--- src/rtl/core/fffl_pkg.sv ---
// shared types and constants for the first-fit free-list object table
// no dependencies
package fffl_pkg;

    localparam logic [1:0] ACT_PUT    = 2'd0;
    localparam logic [1:0] ACT_LOOKUP = 2'd1;
    localparam logic [1:0] ACT_REMOVE = 2'd2;

    localparam logic [2:0] ST_OK        = 3'd0;
    localparam logic [2:0] ST_ZERO_SIZE = 3'd1;
    localparam logic [2:0] ST_NO_SPACE  = 3'd2;
    localparam logic [2:0] ST_NO_SLOT   = 3'd3;
    localparam logic [2:0] ST_NOT_FOUND = 3'd4;
    localparam logic [2:0] ST_LIST_FULL = 3'd5;

    // free-row operation broadcast to every cell
    typedef enum logic [1:0] {
        FOP_NONE,
        FOP_SPLIT,
        FOP_TAKE,
        FOP_PUSH
    } fop_t;

    typedef struct packed {
        fop_t        op;
        logic [32:0] need;
        logic [31:0] push_offset;
        logic [32:0] push_size;
    } free_cmd_t;

    typedef struct packed {
        logic        valid;
        logic [31:0] offset;
        logic [32:0] size;
    } free_blk_t;

endpackage

--- src/rtl/core/fffl_free_cell.sv ---
// one cell of the ordered free-block row
// depends on fffl_pkg
module fffl_free_cell (
    input  logic                 aclk,
    input  logic                 aresetn,
    input  logic                 rst_valid,
    input  logic [32:0]          rst_size,
    input  fffl_pkg::free_cmd_t  cmd,
    input  logic                 sel,      // this cell is the first fit
    input  logic                 sel_seen, // an earlier cell is the first fit
    input  fffl_pkg::free_blk_t  prev_blk,
    input  fffl_pkg::free_blk_t  next_blk,
    input  logic                 is_first,
    output fffl_pkg::free_blk_t  blk,
    output logic                 fits
);
    import fffl_pkg::*;

    free_blk_t blk_reg, blk_next;

    assign blk  = blk_reg;
    assign fits = blk_reg.valid && (blk_reg.size >= cmd.need);

    always_comb begin
        blk_next = blk_reg;
        case (cmd.op)
            FOP_SPLIT: begin
                if (sel) begin
                    blk_next.offset = blk_reg.offset + cmd.need[31:0];
                    blk_next.size   = blk_reg.size - cmd.need;
                end
            end
            FOP_TAKE: begin
                if (sel || sel_seen) begin
                    blk_next = next_blk;
                end
            end
            FOP_PUSH: begin
                if (is_first) begin
                    blk_next.valid  = 1'b1;
                    blk_next.offset = cmd.push_offset;
                    blk_next.size   = cmd.push_size;
                end else if (prev_blk.valid) begin
                    blk_next = prev_blk;
                end
            end
            default: ;
        endcase
    end

    always_ff @(posedge aclk) begin
        if (!aresetn) begin
            blk_reg.valid  <= rst_valid;
            blk_reg.offset <= '0;
            blk_reg.size   <= rst_size;
        end else begin
            blk_reg <= blk_next;
        end
    end

endmodule

--- config.mk ---
export PLATFORM = sky130hd
export DESIGN_NAME = fffl_free_cell
export DESIGN_NICKNAME = d
export VERILOG_FILES = /design/src/rtl/core/fffl_pkg.sv /design/src/rtl/core/fffl_free_cell.sv
export SDC_FILE = /design/constraint.sdc
export NUM_CORES = 1
export LEC_CHECK = 0
export BUFFER_PORTS_ARGS = -buffer_cell sky130_fd_sc_hd__buf_2
export CORE_ASPECT_RATIO = 0.75
export CORE_MARGIN = 10
export CORE_UTILIZATION = 34
export CTS_BUF_LIST = sky130_fd_sc_hd__clkbuf_8
export DETAILED_ROUTE_END_ITERATION = 16
export GPL_TIMING_DRIVEN = 0
export MAX_ROUTING_LAYER = met4
export SETUP_SLACK_MARGIN = 0.2
export SLEW_MARGIN = 20
export SYNTH_ARGS = -nofsm -noshare
export SYNTH_HDL_FRONTEND = slang
export SYNTH_SLANG_ARGS = --single-unit
--- constraint.sdc ---
create_clock -name aclk -period 3.7 [get_ports aclk]
set_clock_uncertainty 0.1 [all_clocks]
set_input_delay 0.555 -clock aclk [delete_from_list [all_inputs] [get_ports aclk]]
set_output_delay 0.555 -clock aclk [all_outputs]
set_load 0.02 [all_outputs]
======== Word-level counts from Yosys, hierarchy flattened ========
Cells that the tools add are included.
storage, ports and cells
  register bits ........................... 66
  output and inout bits ................... 67
  logic and storage cells ................. 30
cells by class
  add/subtract/negate cells ............... 2
  $lt $le $gt $ge ......................... 1
  eq/ne operators ......................... 11
  muxes and demuxes ....................... 7
  reductions and logical operators ........ 6
operator list
  kind                                                                     count
  66-bit two-way mux                                                       4
  65-bit one-hot mux with 3 select lines                                   1
  65-bit two-way mux                                                       1
  33-bit greater-or-equal comparator                                       1
  33-bit subtractor                                                        1
  32-bit adder                                                             1
  3-bit inequality test, second input constant                             3
  4-bit AND reduction                                                      2
  2-bit equality test, second input constant                               2
  2-bit inequality test, second input constant                             2
  4-bit by 1-bit inequality test with 1-bit output, second input constant  1
  4-bit inequality test, second input constant                             1
  3-bit by 1-bit inequality test with 1-bit output, second input constant  1
  3-bit AND reduction                                                      1
  3-bit nonzero test                                                       1
  2-bit by 1-bit equality test with 1-bit output, second input constant    1
  1-bit one-hot mux with 2 select lines                                    1
  1-bit logical AND                                                        1
  1-bit logical OR                                                         1

======== Longest topological paths before layout ========
  depth after elaboration ................. 4
  mapped depth ............................ 13
  depth with buffers taken out ............ 13

======== Least setup slack after synthesis ========
No wires, ideal clock.
  kind .................................... input-to-reg
  start point ............................. input cmd[65] (netlist name)
  end point ............................... register blk_reg, in the netlist blk[30], data pin
  data arrival time ....................... 3127 ps
  setup slack ............................. 213 ps
  stages on the path ...................... 12
  path buffers ............................ 0
  path through ............................ ha_1 > fa_1 > and2b_2 > o2111ai_2 > a21bo_1 > a211o_1 > a2111oi_4 > o22ai_2 > o31ai_4 > a31oi_1 > xnor2_1 > a221o_1
on the way
  word-level cells in the longest chain between the ends .. 4
ends and longest elaborated chain
  what                                    line                  source
  start, declared                         fffl_free_cell.sv:8   input fffl_pkg::free_cmd_t cmd,
  33-bit subtractor                       fffl_free_cell.sv:30  blk_next.size = blk_reg.size - cmd.need;
  65-bit two-way mux                      fffl_free_cell.sv:28  if (sel) begin
  65-bit one-hot mux with 3 select lines  fffl_free_cell.sv:26  case (cmd.op)
  66-bit two-way mux                      fffl_free_cell.sv:52  if (!aresetn) begin
  end signal, assigned                    fffl_free_cell.sv:57  blk_reg <= blk_next;
  end, declared                           fffl_free_cell.sv:19  free_blk_t blk_reg, blk_next;
No other way between the ends. The select of a mux whose other input is x is not followed.
A chain may end at the register's enable or synchronous reset.

======== Worst setup path in the final report ========
  start point ............................. register blk_reg, in the netlist blk[17]
  end point ............................... output fits
on the way
  word-level cells in the longest chain between the ends .. 2
ends and longest elaborated chain
  what                                line                  source
  33-bit greater-or-equal comparator  fffl_free_cell.sv:22  assign fits = blk_reg.valid && (blk_reg.size >= cmd.need);
  1-bit logical AND                   fffl_free_cell.sv:22
  end, declared                       fffl_free_cell.sv:15  output logic fits
No other way between the ends.

==> out/qor.csv <==
metric;value;unit
max_freq;275;MHz
max_slew.worst_pin.slew;1.08;ns
grt_max_degree;30;
design.die.area;29500;sq um
grt_usage;27.5;%
rows;47;
synth_area;7810;sq um
synth-seq-cells;66;
sequentialPowerShare;26.4;%
required;3.04;ns
first_pass_iters;5;
synth_edf_count;34;
cts_made_buffers;9;
start_util;35.0;%
core;22300;sq um
hold_viol_final;0;
setup_tns;0;ns
cp_max_fo;7;
drc;0;
power.internal;2.01;mW
r2r_slack;0.10;ns
drt-initial-drc-count;1015;
root_buffer;clkbuf_8;
die_w;195;microns
irDropWorstVdd;0.153;mV
routabilityCongestion;0.976;
cts_tree;done;
clk_latency;0.37;ns
period_share;98.3;%
antenna_found_initial;3;
drv_slew;0;
arrival;2.98;ns
area_growth;32.6;%
largest_register_ffs;66;
rsz0062_at_grt;yes;
clk_path_buf_depth;2;
reg2reg_to;blk[30];
ys.flop_type;edfxtp_1;
fin_util;46.4;%
synth_fp_nets;1371;
portBuffers;336;
status;completed;
drv_cap;0;
timing.rr.start;blk[0];
syn_avg_cell_area;7.56;sq um
synthArstFlopShare;0;%
cts.sinks;66;
vias;9499;
grt_overflow;0;
p_leak;4.97;nW
ios;338;
htreeDepth;3;
wl_per_cell;24.5;microns
finalSetupViolations;0;
clkPwrFrac;16.8;%
netlist_instances;1034;
min_to;blk[28];
synth.yosys.seq_area_share;21.3;%
p_switching;1.67;mW
totalWireLength;41600;microns
cellPowerDensity;355;nW/um^2
p_comb_share;56.8;%
slew_headroom;28.0;%
clkTransAtPathRegs;0.09;ns
ant_nets;0;
netSwitchingFraction;45.5;%
hold_depth;2;
layout.nets;1730;
grt_pass1_wl;59200;microns
ys_types;66;
crit_path_start_kind;flip-flop;
viasPerCell;5.60;
die_h;151;microns
path_class;flip-flop to output port;
hpwlAfterDp;33800;microns
end_kind;output port;
synth_warnings;0;
reg2reg_depth;13;
cts_hold_buf;0;
fin_crit;3.64;ns
holdCritPathClass;primary input to flip-flop;
drive_gt1_share;29.3;%
min-delay-start;rst_size[28];
grt_pass1_vias;9341;
## cells in the final DEF, fill, tap and decap left out, types with 8 or more instances in the layout
| cell type | n |
|---|---|
| a211oi_1 | 25 |
| a21o_1 | 36 |
| a21oi_1 | 120 |
| a31oi_1 | 15 |
| buf_1 | 11 |
| buf_2 | 337 |
| buf_4 | 11 |
| clkbuf_1 | 49 |
| clkbuf_8 | 12 |
| dfxtp_1 | 32 |
| edfxtp_1 | 34 |
| ha_1 | 57 |
| inv_1 | 50 |
| mux2i_1 | 66 |
| nand2_1 | 87 |
| nand3_1 | 21 |
| nand4_1 | 9 |
| nor2_1 | 114 |
| nor2b_1 | 12 |
| nor3_1 | 9 |
| o211ai_1 | 46 |
| o21a_1 | 12 |
| o21ai_0 | 52 |
| o21ai_1 | 8 |
| xnor2_1 | 32 |
| xor2_1 | 20 |
## through the flow
step                      power (mW)  setup WS, ns  area (sq um)  hold slack [ns]  instances
after floorplan                 2.26         0.213          7810            0.450       1034
after global placement          2.92        -0.243          9860            0.360       1664
after detailed placement        2.93        -0.254          9890            0.370       1665
after CTS                       3.60       -0.0254         10200            0.342       1685
after global routing            3.92       -0.0399         10400            0.346       1695
final                           3.68        0.0641         10400            0.354       1697
## metal layers
layer / vias up / wire (microns) / global-route usage (%)
li1: 4537 / - / -
met1: 4478 / 18900 / 37.2
met2: 449 / 18500 / 41.7
met3: 35 / 3600 / 5.46
met4: 0 / 578 / 5.52
met5: - / 0 / -
## cell families after synthesis
logic type               count (synthesis)  synth area share [%]
AND/OR/NAND/NOR                        285                  15.9
AO/OA/AOI/OAI                          377                  31.6
buffers and inverters                  119                  5.73
flip-flops                              66                  21.3
adder cells (fa/ha/maj)                 66                  10.8
multiplexers                            68                  8.74
XOR/XNOR                                53                  5.94
## final cells by class
| type | instances | area (sq um) |
|---|---|---|
| Timing Repair Buffer | 348 | 1790 |
| Sequential cell | 66 | 1660 |
| Multi-Input combinational cell | 849 | 5880 |
| Fill cell | 2387 | 12000 |
| Tap cell | 294 | 368 |
| Antenna cell | 5 | 12.5 |
| Inverter | 49 | 184 |
| Buffer | 70 | 297 |
| Clock inverter | 5 | 22.5 |
| Clock buffer | 11 | 151 |
## repair_timing
item,4_1_cts,5_1_grt
cloned,0,0
buffers inserted,4,7
pin swaps,10,13
resized for setup,27,22
setup endpoints to repair,2,5
## cell usage after synthesis, drive strengths merged, types with 3 or more instances
| cell type | number | area, sq um |
|---|---|---|
| o21a | 12 | 90.1 |
| mux2i | 66 | 661 |
| a221o | 4 | 40.0 |
| a41o | 3 | 30.0 |
| a211oi | 27 | 208 |
| xnor2 | 33 | 289 |
| buf | 13 | 50.0 |
| a31oi | 16 | 100 |
| inv | 48 | 180 |
| a2111oi | 3 | 51.3 |
| nand2b | 7 | 43.8 |
| a311oi | 3 | 26.3 |
| nor4 | 3 | 18.8 |
| dfxtp | 32 | 641 |
| or3 | 4 | 25.0 |
| o211ai | 46 | 345 |
| a211o | 3 | 26.3 |
| nand4 | 9 | 56.3 |
| nor2 | 114 | 428 |
| xor2 | 20 | 175 |
| o2111ai | 3 | 32.5 |
| a21o | 36 | 270 |
| a21oi | 124 | 624 |
| o31ai | 7 | 71.3 |
| clkbuf | 57 | 214 |
| nor3 | 11 | 55.1 |
| o21bai | 4 | 30.0 |
| o22ai | 5 | 37.5 |
| o21ai | 62 | 310 |
| and2 | 4 | 25.0 |
| ha | 64 | 801 |
| o311ai | 4 | 35.0 |
| nand2 | 88 | 330 |
| nor2b | 12 | 75.1 |
| edfxtp | 34 | 1020 |
| and3 | 8 | 50.1 |
| nand3 | 21 | 105 |
## how the worst max path moves through the flow
stage                       start  cells past startpoint  slack (ns)       to
after floorplan           cmd[65]                     12        0.21  blk[30]
final                     blk[17]                     12        0.06     fits
after global routing      blk[24]                     13       -0.04     fits
after CTS                  blk[8]                     12       -0.03     fits
after global placement    cmd[73]                     14       -0.24     fits
after detailed placement  cmd[73]                     14       -0.25     fits
## critical path: stages (launching register included)
cell and delay [ns]:
edfxtp_1 0.41, ha_1 0.28, buf_2 0.17, a21o_1 0.19, a21o_1 0.24, nor3_2 0.19
a21o_1 0.18, o21ai_2 0.08, a31oi_2 0.18, nor2b_1 0.07, o31a_1 0.30, o21a_1 0.19
buf_6 0.13
## power by group through the flow
stage | combinational [mW] | clock (mW) | sequential (mW)
2_1_floorplan | 1.18 | 0 | 1.08
3_3_place_gp | 1.94 | 0 | 0.983
3_5_place_dp | 1.94 | 0 | 0.983
4_1_cts | 2.01 | 0.631 | 0.969
5_1_grt | 2.28 | 0.657 | 0.982
6_report | 2.09 | 0.619 | 0.972
Power figures use the tool's default switching activity.
