==> config.mk <==
export PLATFORM = sky130hd
export DESIGN_NAME = fffl_slot_cell
export DESIGN_NICKNAME = d
export VERILOG_FILES = /design/src/rtl/core/fffl_pkg.sv /design/src/rtl/core/fffl_slot_cell.sv
export SDC_FILE = /design/constraint.sdc
export NUM_CORES = 1
export LEC_CHECK = 0
export BUFFER_PORTS_ARGS = -buffer_cell sky130_fd_sc_hd__buf_2
export CORE_MARGIN = 4
export CORE_UTILIZATION = 35
export DETAILED_ROUTE_END_ITERATION = 8
export HOLD_SLACK_MARGIN = 0.15
export PLACE_DENSITY = 0.66
export SYNTH_ARGS = -nofsm -noshare
export SYNTH_HDL_FRONTEND = slang
export SYNTH_SLANG_ARGS = --single-unit
==> constraint.sdc <==
create_clock -name aclk -period 2.5 [get_ports aclk]
set_input_delay 0 -clock aclk [delete_from_list [all_inputs] [get_ports aclk]]
set_output_delay 0 -clock aclk [all_outputs]
set_load 0.01 [all_outputs]
==> src/rtl/core/fffl_pkg.sv <==
// shared types and constants for the first-fit free-list object table
// no dependencies
package fffl_pkg;

    localparam logic [1:0] ACT_PUT    = 2'd0;
    localparam logic [1:0] ACT_LOOKUP = 2'd1;
    localparam logic [1:0] ACT_REMOVE = 2'd2;

    localparam logic [2:0] ST_OK        = 3'd0;
    localparam logic [2:0] ST_ZERO_SIZE = 3'd1;
    localparam logic [2:0] ST_NO_SPACE  = 3'd2;
    localparam logic [2:0] ST_NO_SLOT   = 3'd3;
    localparam logic [2:0] ST_NOT_FOUND = 3'd4;
    localparam logic [2:0] ST_LIST_FULL = 3'd5;

    // free-row operation broadcast to every cell
    typedef enum logic [1:0] {
        FOP_NONE,
        FOP_SPLIT,
        FOP_TAKE,
        FOP_PUSH
    } fop_t;

    typedef struct packed {
        fop_t        op;
        logic [32:0] need;
        logic [31:0] push_offset;
        logic [32:0] push_size;
    } free_cmd_t;

    typedef struct packed {
        logic        valid;
        logic [31:0] offset;
        logic [32:0] size;
    } free_blk_t;

endpackage

==> src/rtl/core/fffl_slot_cell.sv <==
// one object slot: key, placement and sizes
// depends on fffl_pkg
module fffl_slot_cell (
    input  logic        aclk,
    input  logic        aresetn,
    input  logic        wr,
    input  logic        clr,
    input  logic [63:0] wr_key,
    input  logic [31:0] wr_offset,
    input  logic [32:0] wr_req,
    input  logic [32:0] wr_granted,
    input  logic [63:0] key,
    output logic        valid,
    output logic        hit,
    output logic [31:0] offset,
    output logic [32:0] req_size,
    output logic [32:0] granted
);
    import fffl_pkg::*;

    logic        valid_reg;
    logic [63:0] key_reg;
    logic [31:0] offset_reg;
    logic [32:0] req_reg, gr_reg;

    assign valid    = valid_reg;
    assign hit      = valid_reg && (key_reg == key);
    assign offset   = offset_reg;
    assign req_size = req_reg;
    assign granted  = gr_reg;

    always_ff @(posedge aclk) begin
        if (!aresetn) begin
            valid_reg <= 1'b0;
        end else if (wr) begin
            valid_reg <= 1'b1;
        end else if (clr) begin
            valid_reg <= 1'b0;
        end
    end

    always_ff @(posedge aclk) begin
        if (wr) begin
            key_reg    <= wr_key;
            offset_reg <= wr_offset;
            req_reg    <= wr_req;
            gr_reg     <= wr_granted;
        end
    end

endmodule

Word level (Yosys, flattened, before mapping)
Index checks and enable logic that the tools add are counted.
Cells by class
  add/subtract/negate cells: 0
  multipliers: 0
  divide/modulo/power cells: 0
  order comparisons: 0
  equal/unequal tests: 1
  shift-type cells: 0
  muxes and demuxes: 2
  bitwise operators: 0
  reductions and logical operators: 2
Operators with widths (number)
  == test 64 bit: 1
  two-way mux 1 bit: 2
  nonzero test 2 bit: 1
  logical AND 1 bit: 1
Storage, ports and cells
  register bits after elaboration: 163
  bits in latches: 0
  RAM bits: 0
  bits in read-only memories: 0
  input port bits: 230
  output and inout port bits: 100
  memories: 0

Logic depth before layout (Yosys ltp)
Gate-level depths: netlist (run 1).
  word-level depth: 2
  mapped depth: 5
  gate-level depth less buffers: 5

Worst setup path after synthesis (run 1)
No wires, ideal clock.
  path kind: register -> output
  from: reg key_reg[0]
  to: out hit
  arrival time: 1.321 ns
  required time: 2.500 ns
  setup slack: 1.179 ns
  stages on the path, launching flop included: 6
  path buffers: 0
  path through: edfxtp_1 -> xnor2_1 -> nand4_1 -> nor4_1 -> nand4_1 -> nor4_2
On the way
  cells in the longest elaborated chain, start to end: 2
RTL lines
  from (decl): RTL line fffl_slot_cell.sv:22  | logic [63:0] key_reg;
  from (signal assigned): RTL line fffl_slot_cell.sv:44  | key_reg <= wr_key;
  == test 64 bit: RTL line fffl_slot_cell.sv:27  | assign hit = valid_reg && (key_reg == key);
  logical AND 1 bit: RTL line fffl_slot_cell.sv:27
  to (decl): RTL line fffl_slot_cell.sv:14  | output logic hit,
No other way between the ends.

Final worst setup path (run 1)
  from: reg key_reg[48]
  to: out hit
Same word-level chain as after synthesis.

==> impl_results.html, run 1 <==
<table>
<tr><th>Metric</th><th>Value</th></tr>
<tr><th colspan="2">Timing</th></tr>
<tr><td>Slew at the pin closest to its max-slew limit</td><td>0.632 ns</td></tr>
<tr><td>Clock skew</td><td>0 ns</td></tr>
<tr><td>Worst relative slew slack</td><td>0.579</td></tr>
<tr><td>Achievable clock frequency</td><td>485 MHz</td></tr>
<tr><td>Final count of negative-setup-slack endpoints</td><td>0</td></tr>
<tr><td>Min Clock Period, post-route</td><td>2.06 ns</td></tr>
<tr><td>Final TNS setup</td><td>0 ns</td></tr>
<tr><td>Unrepaired setup endpoints after global routing</td><td>false</td></tr>
<tr><td>Hold Fails Final Rpt</td><td>0</td></tr>
<tr><td>Period Utilization, post-route</td><td>0.825</td></tr>
<tr><td>Pins Over Slew Limit</td><td>0</td></tr>
<tr><th colspan="2">Cells and area</th></tr>
<tr><td>Count of non-filler cells in the finished layout</td><td>roughly 1000</td></tr>
<tr><td>Highest-count cells in the layout ignoring fill and taps</td><td>sky130_fd_sc_hd__buf_2 (328), sky130_fd_sc_hd__dlygate4sd3_1 (165), sky130_fd_sc_hd__edfxtp_1 (162), sky130_fd_sc_hd__xnor2_1 (24), sky130_fd_sc_hd__xor2_1 (21)</td></tr>
<tr><td>Layout Area Growth over Synthesis</td><td>74.8%</td></tr>
<tr><td>Post-layout net count</td><td>1021</td></tr>
<tr><td>Number of flip-flops under the largest register name</td><td>64</td></tr>
<tr><td>Most frequent standard cell in the layout excluding fill and tap cells</td><td>sky130_fd_sc_hd__buf_2</td></tr>
<tr><td>Fraction of final layout cells sized beyond drive strength 1</td><td>0.458</td></tr>
<tr><th colspan="2">Placed design</th></tr>
<tr><td>Placer congestion estimate</td><td>0.813</td></tr>
<tr><td>Estimated wirelength of the detail-placed design</td><td>11800 µm</td></tr>
<tr><td>Count of input and output buffers</td><td>329</td></tr>
<tr><td>Number of instances in the placed design</td><td>823</td></tr>
<tr><th colspan="2">Min path</th></tr>
<tr><td>Source of the worst hold timing path</td><td>wr_granted[11]</td></tr>
<tr><td>Hold path depth</td><td>2</td></tr>
<tr><td>Worst-case hold path end point</td><td>granted[11]</td></tr>
<tr><td>Hold Crit Class</td><td>input pin to register</td></tr>
<tr><th colspan="2">Synthesis</th></tr>
<tr><td>Count of warnings emitted by yosys</td><td>0</td></tr>
<tr><td>Unique cell type count in the Yosys netlist</td><td>23</td></tr>
<tr><td>Average instance area after synthesis</td><td>20.7 µm²</td></tr>
<tr><td>Adder-cell area share of the yosys netlist</td><td>0</td></tr>
<tr><td>Main combinational cell family by area after synthesis</td><td>XOR/XNOR gates</td></tr>
<tr><td>Synthesized netlist net count</td><td>503</td></tr>
<tr><td>Mapped Area</td><td>5660 µm²</td></tr>
<tr><td>Simple-Gate Fraction of Synth Area</td><td>0.0307</td></tr>
<tr><td>Sequential area share after synthesis</td><td>0.863</td></tr>
<tr><td>Share of the synthesized area in compound gates (AO/OA/AOI/OAI)</td><td>0.0243</td></tr>
<tr><td>Multiplexer area fraction after synthesis</td><td>0</td></tr>
<tr><td>Register bit total from synthesis</td><td>163</td></tr>
<tr><td>Cell count after synthesis</td><td>273</td></tr>
<tr><td>Fraction of synthesized cell area in xor and xnor cells</td><td>0.0696</td></tr>
<tr><th colspan="2">Outcome</th></tr>
<tr><td>Result of the run</td><td>completed</td></tr>
<tr><th colspan="2">GRT</th></tr>
<tr><td>Pin count of the biggest net entering global routing</td><td>65</td></tr>
<tr><td>Wire length of the first global-routing pass</td><td>26400 µm</td></tr>
<tr><td>Global route total overflow</td><td>0</td></tr>
<tr><td>Number of global-route vias before repair</td><td>5057</td></tr>
<tr><td>Global Route Usage Sum</td><td>0.191</td></tr>
<tr><td>Antenna violations before repair</td><td>0</td></tr>
<tr><th colspan="2">Clocking</th></tr>
<tr><td>Root buffer cell</td><td>sky130_fd_sc_hd__clkbuf_16</td></tr>
<tr><td>CTS tree</td><td>done</td></tr>
<tr><td>Number of cells upsized or downsized after cts</td><td>0</td></tr>
<tr><td>Clock buffer count from CTS</td><td>17</td></tr>
<tr><td>Clock tree sinks</td><td>between 150 and 200</td></tr>
<tr><td>Max Root-Sink Buffers</td><td>2</td></tr>
<tr><td>Clock latency of the later-clocked register in the worst-skew pair</td><td>roughly 0.4 ns</td></tr>
<tr><td>Clock H-tree levels</td><td>4</td></tr>
<tr><td>Worst-path clk slew</td><td>0.07 ns</td></tr>
<tr><th colspan="2">Critical path</th></tr>
<tr><td>CP max stage delay</td><td>0.39 ns</td></tr>
<tr><td>Type of the worst setup path</td><td>register to primary output</td></tr>
<tr><td>Setup slack of the worst register-to-register path</td><td>roughly 1.2 ns</td></tr>
<tr><td>Crit path max-delay cell type</td><td>sky130_fd_sc_hd__edfxtp_1</td></tr>
<tr><td>Most prevalent standard cell on the critical path</td><td>sky130_fd_sc_hd__nand4_1</td></tr>
<tr><td>Largest fanout on the critical path</td><td>1</td></tr>
<tr><td>Crit Reg-Reg Startpoint</td><td>valid</td></tr>
<tr><td>Kind of start point of the critical path</td><td>register</td></tr>
<tr><td>Crit path arrival time</td><td>2.06 ns</td></tr>
<tr><td>Category of the worst setup path capture point</td><td>primary output</td></tr>
<tr><td>CP Cell Sequence</td><td>xnor2_1 &gt; nand4_1 &gt; nor4_1 &gt; nand4_1 &gt; nor4_2 &gt; buf_2</td></tr>
<tr><td>Required time of the critical path</td><td>~2.5 ns</td></tr>
<tr><td>R2r worst-path depth</td><td>3</td></tr>
<tr><td>Endpoint of the worst-slack reg-to-reg timing path</td><td>valid</td></tr>
<tr><th colspan="2">Routing</th></tr>
<tr><td>Number of DRC markers after the initial detailed-route iteration</td><td>179</td></tr>
<tr><td>Detailed-route via count</td><td>between 4000 and 5000</td></tr>
<tr><td>Remaining antenna violation count after routing</td><td>0</td></tr>
<tr><td>Per-cell via count in the routed design</td><td>4.38</td></tr>
<tr><td>Total Wirelength</td><td>17800 µm</td></tr>
<tr><td>Average wire length per cell after detail routing</td><td>17.4 µm</td></tr>
<tr><td>DR DRC count</td><td>0</td></tr>
<tr><td>Detailed-router iteration count before antenna repair</td><td>4</td></tr>
<tr><th colspan="2">Floorplanning</th></tr>
<tr><td>Overall die height</td><td>~140 µm</td></tr>
<tr><td>Number of standard-cell rows in the floorplan</td><td>46</td></tr>
<tr><td>Horizontal die dimension</td><td>135 µm</td></tr>
<tr><td>Effective utilization at floorplan</td><td>0.356</td></tr>
<tr><td>Total Die Area</td><td>18300 µm²</td></tr>
<tr><td>Standard cell core area</td><td>15900 µm²</td></tr>
<tr><td>Count of pins on the block boundary</td><td>330</td></tr>
<tr><th colspan="2">Run</th></tr>
<tr><td>Max Cap Violations</td><td>0</td></tr>
<tr><th colspan="2">Pwr</th></tr>
<tr><td>Power density over the cells</td><td>681 nW/µm²</td></tr>
<tr><td>Pleak</td><td>about 4.2 nW</td></tr>
<tr><td>Max rail drop VDD</td><td>~0.45 mV</td></tr>
</table>
## repair_timing
action,in CTS,in global routing
endpoints found under the setup margin,0,0
hold buffers,165,0
endpoints found under the hold margin,222,0
buffers inserted,0,0
## area by class of cell
class	instances	area, µm²
clock inverters	14	166
inverters	19	71.3
fillers	1150	5990
diodes	2	5.00
flip-flops and latches	163	4880
well taps	216	270
clock buffers	17	425
multi-input cells	91	706
repair buffers	499	3370
## layer usage
| layer | vias up | track usage | wire length (µm) | share of wire |
|---|---|---|---|---|
| met5 | - | 0 | 0 | 0 |
| met4 | 0 | 0.0756 | 437 | 0.025 |
| met3 | 30 | 0.0743 | 1560 | 0.087 |
| met2 | 214 | 0.337 | 9430 | 0.53 |
| met1 | 2123 | 0.206 | 6390 | 0.36 |
| li1 | 2102 | - | - | - |
## cells in the mapped netlist
library cell                  n  area [µm²]
sky130_fd_sc_hd__a2111oi_0    1        8.76
sky130_fd_sc_hd__a221o_1      1        10.0
sky130_fd_sc_hd__a221oi_1     1        8.76
sky130_fd_sc_hd__a22oi_1      4        30.0
sky130_fd_sc_hd__a2bb2oi_1    1        8.76
sky130_fd_sc_hd__and3_1       2        12.5
sky130_fd_sc_hd__dfxtp_1      1        20.0
sky130_fd_sc_hd__edfxtp_1   162        4860
sky130_fd_sc_hd__inv_1       17        63.8
sky130_fd_sc_hd__inv_2        2        7.51
sky130_fd_sc_hd__nand4_1      9        56.3
sky130_fd_sc_hd__nor2_1       1        3.75
sky130_fd_sc_hd__nor2b_1      5        31.3
sky130_fd_sc_hd__nor3_1       1        5.00
sky130_fd_sc_hd__nor4_1       7        43.8
sky130_fd_sc_hd__nor4_2       1        12.5
sky130_fd_sc_hd__nor4b_1      1        8.76
sky130_fd_sc_hd__o21a_1       1        7.51
sky130_fd_sc_hd__o21ai_0      1        5.00
sky130_fd_sc_hd__o22ai_1      8        50.1
sky130_fd_sc_hd__o2bb2ai_1    1        8.76
sky130_fd_sc_hd__xnor2_1     24         210
sky130_fd_sc_hd__xor2_1      21         184
## worst max-delay path by stage
| stage | endpoint | slack (ns) | from |
|---|---|---|---|
| final | hit | 0.44 | key_reg[48] |
| after global routing | hit | 0.19 | key_reg[48] |
| after CTS | hit | 0.32 | key_reg[48] |
| after detailed placement | hit | 0.78 | key_reg[48] |
| after global placement | hit | 0.81 | key_reg[0] |
| after floorplan | hit | 1.18 | key_reg[0] |
## stage by stage
step / utilization / total power, mW / area [µm²] / worst slack (ns) / hold WS [ns]
after floorplan: - / 3.55 / 5660 / 1.18 / 0.0989
after global placement: 0.481 / 3.95 / 7650 / 0.807 / 0.177
after detailed placement: 0.481 / 3.97 / 7650 / 0.781 / 0.178
after CTS: 0.623 / 6.78 / 9890 / 0.323 / 0.259
after global routing: 0.623 / 7.00 / 9890 / 0.188 / 0.273
final: 0.623 / 6.74 / 9900 / 0.438 / 0.284
## cells by family after synthesis
logic type,count (synthesis)
simple gates,27
buf+inv,19
xor+xnor,45
compound gates,19
flops,163
## critical path: cells and delay by family, from the launching register on
family	cells	cell delay, ns
XOR/XNOR	1	0.17
buffers and inverters	1	0.17
flip-flops	1	0.39
AND/OR/NAND/NOR	4	0.91
## where the power goes
part           switching, mW  total [mW]  internal (mW)  leakage (nW)
Sequential            0.0736        3.32           3.25          1.59
Combinational          0.346       0.806          0.460          2.33
Clock                   1.11        2.61           1.50         0.282
Total                   1.53        6.74           5.21          4.20
(Power assumes the default switching activity.)
==> run 2: changes to the inputs <==
==> constraint.sdc (replaced) <==
create_clock -name aclk -period 2 [get_ports aclk]
set_input_delay 0 -clock aclk [delete_from_list [all_inputs] [get_ports aclk]]
set_output_delay 0 -clock aclk [all_outputs]
set_load 0.01 [all_outputs]
==> impl_results.html, run 2 (synthesized netlist as in run 1, its figures left out) <==
<table>
<tr><th>Metric</th><th>Value</th></tr>
<tr><th colspan="2">GRT</th></tr>
<tr><td>Wire length of the first global-routing pass</td><td>26900 µm (+2.1%)</td></tr>
<tr><td>Antenna violations before repair</td><td>0 (unchanged)</td></tr>
<tr><td>Global Route Usage Sum</td><td>0.194 (+0.00290)</td></tr>
<tr><td>Global route total overflow</td><td>0 (unchanged)</td></tr>
<tr><td>Number of global-route vias before repair</td><td>5153 (+1.9%)</td></tr>
<tr><td>Pin count of the biggest net entering global routing</td><td>64 (-1.5%)</td></tr>
<tr><th colspan="2">Placed design</th></tr>
<tr><td>Count of input and output buffers</td><td>329 (unchanged)</td></tr>
<tr><td>Placer congestion estimate</td><td>0.823 (+1.2%)</td></tr>
<tr><td>Number of instances in the placed design</td><td>821 (-0.24%)</td></tr>
<tr><td>Estimated wirelength of the detail-placed design</td><td>11500 µm (-2.9%)</td></tr>
<tr><th colspan="2">Timing</th></tr>
<tr><td>Pins Over Slew Limit</td><td>0 (unchanged)</td></tr>
<tr><td>Worst relative slew slack</td><td>0.733 (+0.154)</td></tr>
<tr><td>Min Clock Period, post-route</td><td>2.07 ns</td></tr>
<tr><td>Final count of negative-setup-slack endpoints</td><td>1 (+1)</td></tr>
<tr><td>Final TNS setup</td><td>-0.0659 ns (-0.0659 ns)</td></tr>
<tr><td>Hold WS</td><td>0.293 ns (+0.00833 ns)</td></tr>
<tr><td>Slew at the pin closest to its max-slew limit</td><td>0.390 ns (-0.242 ns)</td></tr>
<tr><td>Achievable clock frequency</td><td>484 MHz</td></tr>
<tr><td>Hold Fails Final Rpt</td><td>0 (unchanged)</td></tr>
<tr><td>Final Worst Setup Slack</td><td>-0.0659 ns (-0.504 ns)</td></tr>
<tr><td>Unrepaired setup endpoints after global routing</td><td>true</td></tr>
<tr><td>Period Utilization, post-route</td><td>1.03</td></tr>
<tr><td>Clock skew</td><td>0 ns (unchanged)</td></tr>
<tr><th colspan="2">Critical path</th></tr>
<tr><td>Kind of start point of the critical path</td><td>register</td></tr>
<tr><td>Type of the worst setup path</td><td>register to primary output</td></tr>
<tr><td>Largest fanout on the critical path</td><td>1 (unchanged)</td></tr>
<tr><td>Bufs and invs on worst path</td><td>1 (unchanged)</td></tr>
<tr><td>CP max stage delay</td><td>0.41 ns (+0.02 ns)</td></tr>
<tr><td>CP Cell Sequence</td><td>xnor2_1 &gt; nand4_1 &gt; nor4_2 &gt; nand4_1 &gt; nor4_2 &gt; buf_2</td></tr>
<tr><td>Crit Reg-Reg Startpoint</td><td>valid</td></tr>
<tr><td>Required time of the critical path</td><td>2.00 ns (-0.50 ns)</td></tr>
<tr><td>Cell class contributing the biggest share of worst-path delay</td><td>simple AND/OR/NAND/NOR gates</td></tr>
<tr><td>Crit path arrival time</td><td>2.07 ns (about the same)</td></tr>
<tr><td>Category of the worst setup path capture point</td><td>primary output</td></tr>
<tr><td>Crit path max-delay cell type</td><td>sky130_fd_sc_hd__edfxtp_1</td></tr>
<tr><td>Critical path startpoint</td><td>key_reg[26]</td></tr>
<tr><th colspan="2">Cells and area</th></tr>
<tr><td>Highest-count cells in the layout ignoring fill and taps</td><td>sky130_fd_sc_hd__buf_2 (328), sky130_fd_sc_hd__dlygate4sd3_1 (165), sky130_fd_sc_hd__edfxtp_1 (162), sky130_fd_sc_hd__xnor2_1 (23), sky130_fd_sc_hd__xor2_1 (21)</td></tr>
<tr><td>Area used by multi-input combinational logic</td><td>719 µm² (+2.0%)</td></tr>
<tr><td>Fraction of final layout cells sized beyond drive strength 1</td><td>0.456 (-0.00203)</td></tr>
<tr><td>Most frequent standard cell in the layout excluding fill and tap cells</td><td>sky130_fd_sc_hd__buf_2</td></tr>
<tr><td>Post-route core utilization</td><td>0.624 (+0.000709)</td></tr>
<tr><td>Register cell area after layout</td><td>4880 µm² (unchanged)</td></tr>
<tr><td>Post-layout net count</td><td>1019 (-0.20%)</td></tr>
<tr><td>Antenna cell count</td><td>0 (-2)</td></tr>
<tr><td>Filler instances</td><td>1176 (+2.3%)</td></tr>
<tr><td>Layout Area Growth over Synthesis</td><td>75.0%</td></tr>
<tr><td>Count of non-filler cells in the finished layout</td><td>1016 (-0.49%)</td></tr>
<tr><td>Number of flip-flops under the largest register name</td><td>64 (unchanged)</td></tr>
<tr><th colspan="2">Routing</th></tr>
<tr><td>Per-cell via count in the routed design</td><td>4.43 (+1.1%)</td></tr>
<tr><td>Detailed-router iteration count before antenna repair</td><td>4 (unchanged)</td></tr>
<tr><td>Number of DRC markers after the initial detailed-route iteration</td><td>286 (+60%)</td></tr>
<tr><td>Detailed-route via count</td><td>4496 (+0.60%)</td></tr>
<tr><td>Average wire length per cell after detail routing</td><td>17.5 µm (+0.44%)</td></tr>
<tr><td>Remaining antenna violation count after routing</td><td>0 (unchanged)</td></tr>
<tr><td>DR DRC count</td><td>0 (unchanged)</td></tr>
<tr><td>Total Wirelength</td><td>17800 µm (about the same)</td></tr>
<tr><th colspan="2">Pwr</th></tr>
<tr><td>Total power draw</td><td>8.54 mW (+27%)</td></tr>
<tr><td>Pleak</td><td>4.21 nW (+0.22%)</td></tr>
<tr><td>Power density over the cells</td><td>862 nW/µm² (+27%)</td></tr>
<tr><td>Max rail drop VDD</td><td>0.492 mV (+10%)</td></tr>
<tr><th colspan="2">Clocking</th></tr>
<tr><td>Count of buffers added by post-CTS timing repair for setup</td><td>0 (unchanged)</td></tr>
<tr><td>Clock tree sinks</td><td>163 (unchanged)</td></tr>
<tr><td>Clock H-tree levels</td><td>4 (unchanged)</td></tr>
<tr><td>Clock buffer count from CTS</td><td>17 (unchanged)</td></tr>
<tr><td>CTS tree</td><td>done</td></tr>
<tr><td>Worst-path clk slew</td><td>0.06 ns (about the same)</td></tr>
<tr><td>Clock latency of the later-clocked register in the worst-skew pair</td><td>0.41 ns (about the same)</td></tr>
<tr><td>Max Root-Sink Buffers</td><td>2 (unchanged)</td></tr>
<tr><td>Root buffer cell</td><td>sky130_fd_sc_hd__clkbuf_16</td></tr>
<tr><th colspan="2">Floorplanning</th></tr>
<tr><td>Total Die Area</td><td>18300 µm² (unchanged)</td></tr>
<tr><td>Count of pins on the block boundary</td><td>330 (unchanged)</td></tr>
<tr><td>Horizontal die dimension</td><td>135 µm (unchanged)</td></tr>
<tr><td>Standard cell core area</td><td>15900 µm² (unchanged)</td></tr>
<tr><td>Overall die height</td><td>135 µm (unchanged)</td></tr>
<tr><td>Effective utilization at floorplan</td><td>0.356 (unchanged)</td></tr>
<tr><td>Number of standard-cell rows in the floorplan</td><td>46 (unchanged)</td></tr>
<tr><th colspan="2">Outcome</th></tr>
<tr><td>Result of the run</td><td>finished, violations left</td></tr>
<tr><td>Failing checks</td><td>negative setup slack</td></tr>
<tr><th colspan="2">Run</th></tr>
<tr><td>Max Cap Violations</td><td>0 (unchanged)</td></tr>
<tr><th colspan="2">Min path</th></tr>
<tr><td>Source of the worst hold timing path</td><td>wr_granted[30]</td></tr>
<tr><td>Hold Crit Class</td><td>input pin to register</td></tr>
</table>
==> run 2: area by class of cell <==
class | instances | area share
Tap cell | 216 | 0.0273
Timing Repair Buffer | 497 | 0.338
Clock inverter | 12 | 0.0182
Sequential cell | 163 | 0.493
Multi-Input combinational cell | 91 | 0.0726
Inverter | 19 | 0.00720
Clock buffer | 18 | 0.0433
==> run 2: path summary, 6_finish.rpt <==
kind                      end  slack (ns)  cells after the start
hold / removal    granted[30]        0.29                      2
setup reg to reg        valid        0.72                      3
setup / recovery          hit       -0.07                      6
hold reg to reg         valid        1.21                      3
==> run 2: routing by layer <==
metal,GRT usage,share of wire,vias up
met4,0.0784,0.028,0
met5,0,0,-
met3,0.0758,0.092,37
li1,-,-,2088
met2,0.334,0.52,224
met1,0.216,0.36,2147
==> run 2: power breakdown <==
part | leakage [nW] | internal, mW | switching (mW) | total, mW
Combinational | 2.32 | 0.574 | 0.432 | 1.01
Sequential | 1.59 | 4.06 | 0.0914 | 4.15
Clock | 0.295 | 2.09 | 1.29 | 3.38
Total | 4.21 | 6.72 | 1.82 | 8.54
==> run 2: timing repair <==
item	CTS	global route
hold buffers	165	0
endpoints found under the setup margin	1	1
pin swaps	3	1
hold endpoints to repair	197	0
cloned	0	0
gates resized for setup	1	1
==> run 2: metrics by stage <==
step           cell area (µm²)  setup slack [ns]
2_1_floorplan             5660             0.679
3_3_place_gp              7630             0.336
3_5_place_dp              7630             0.292
4_1_cts                   9900            -0.105
5_1_grt                   9910            -0.236
6_report                  9910           -0.0659
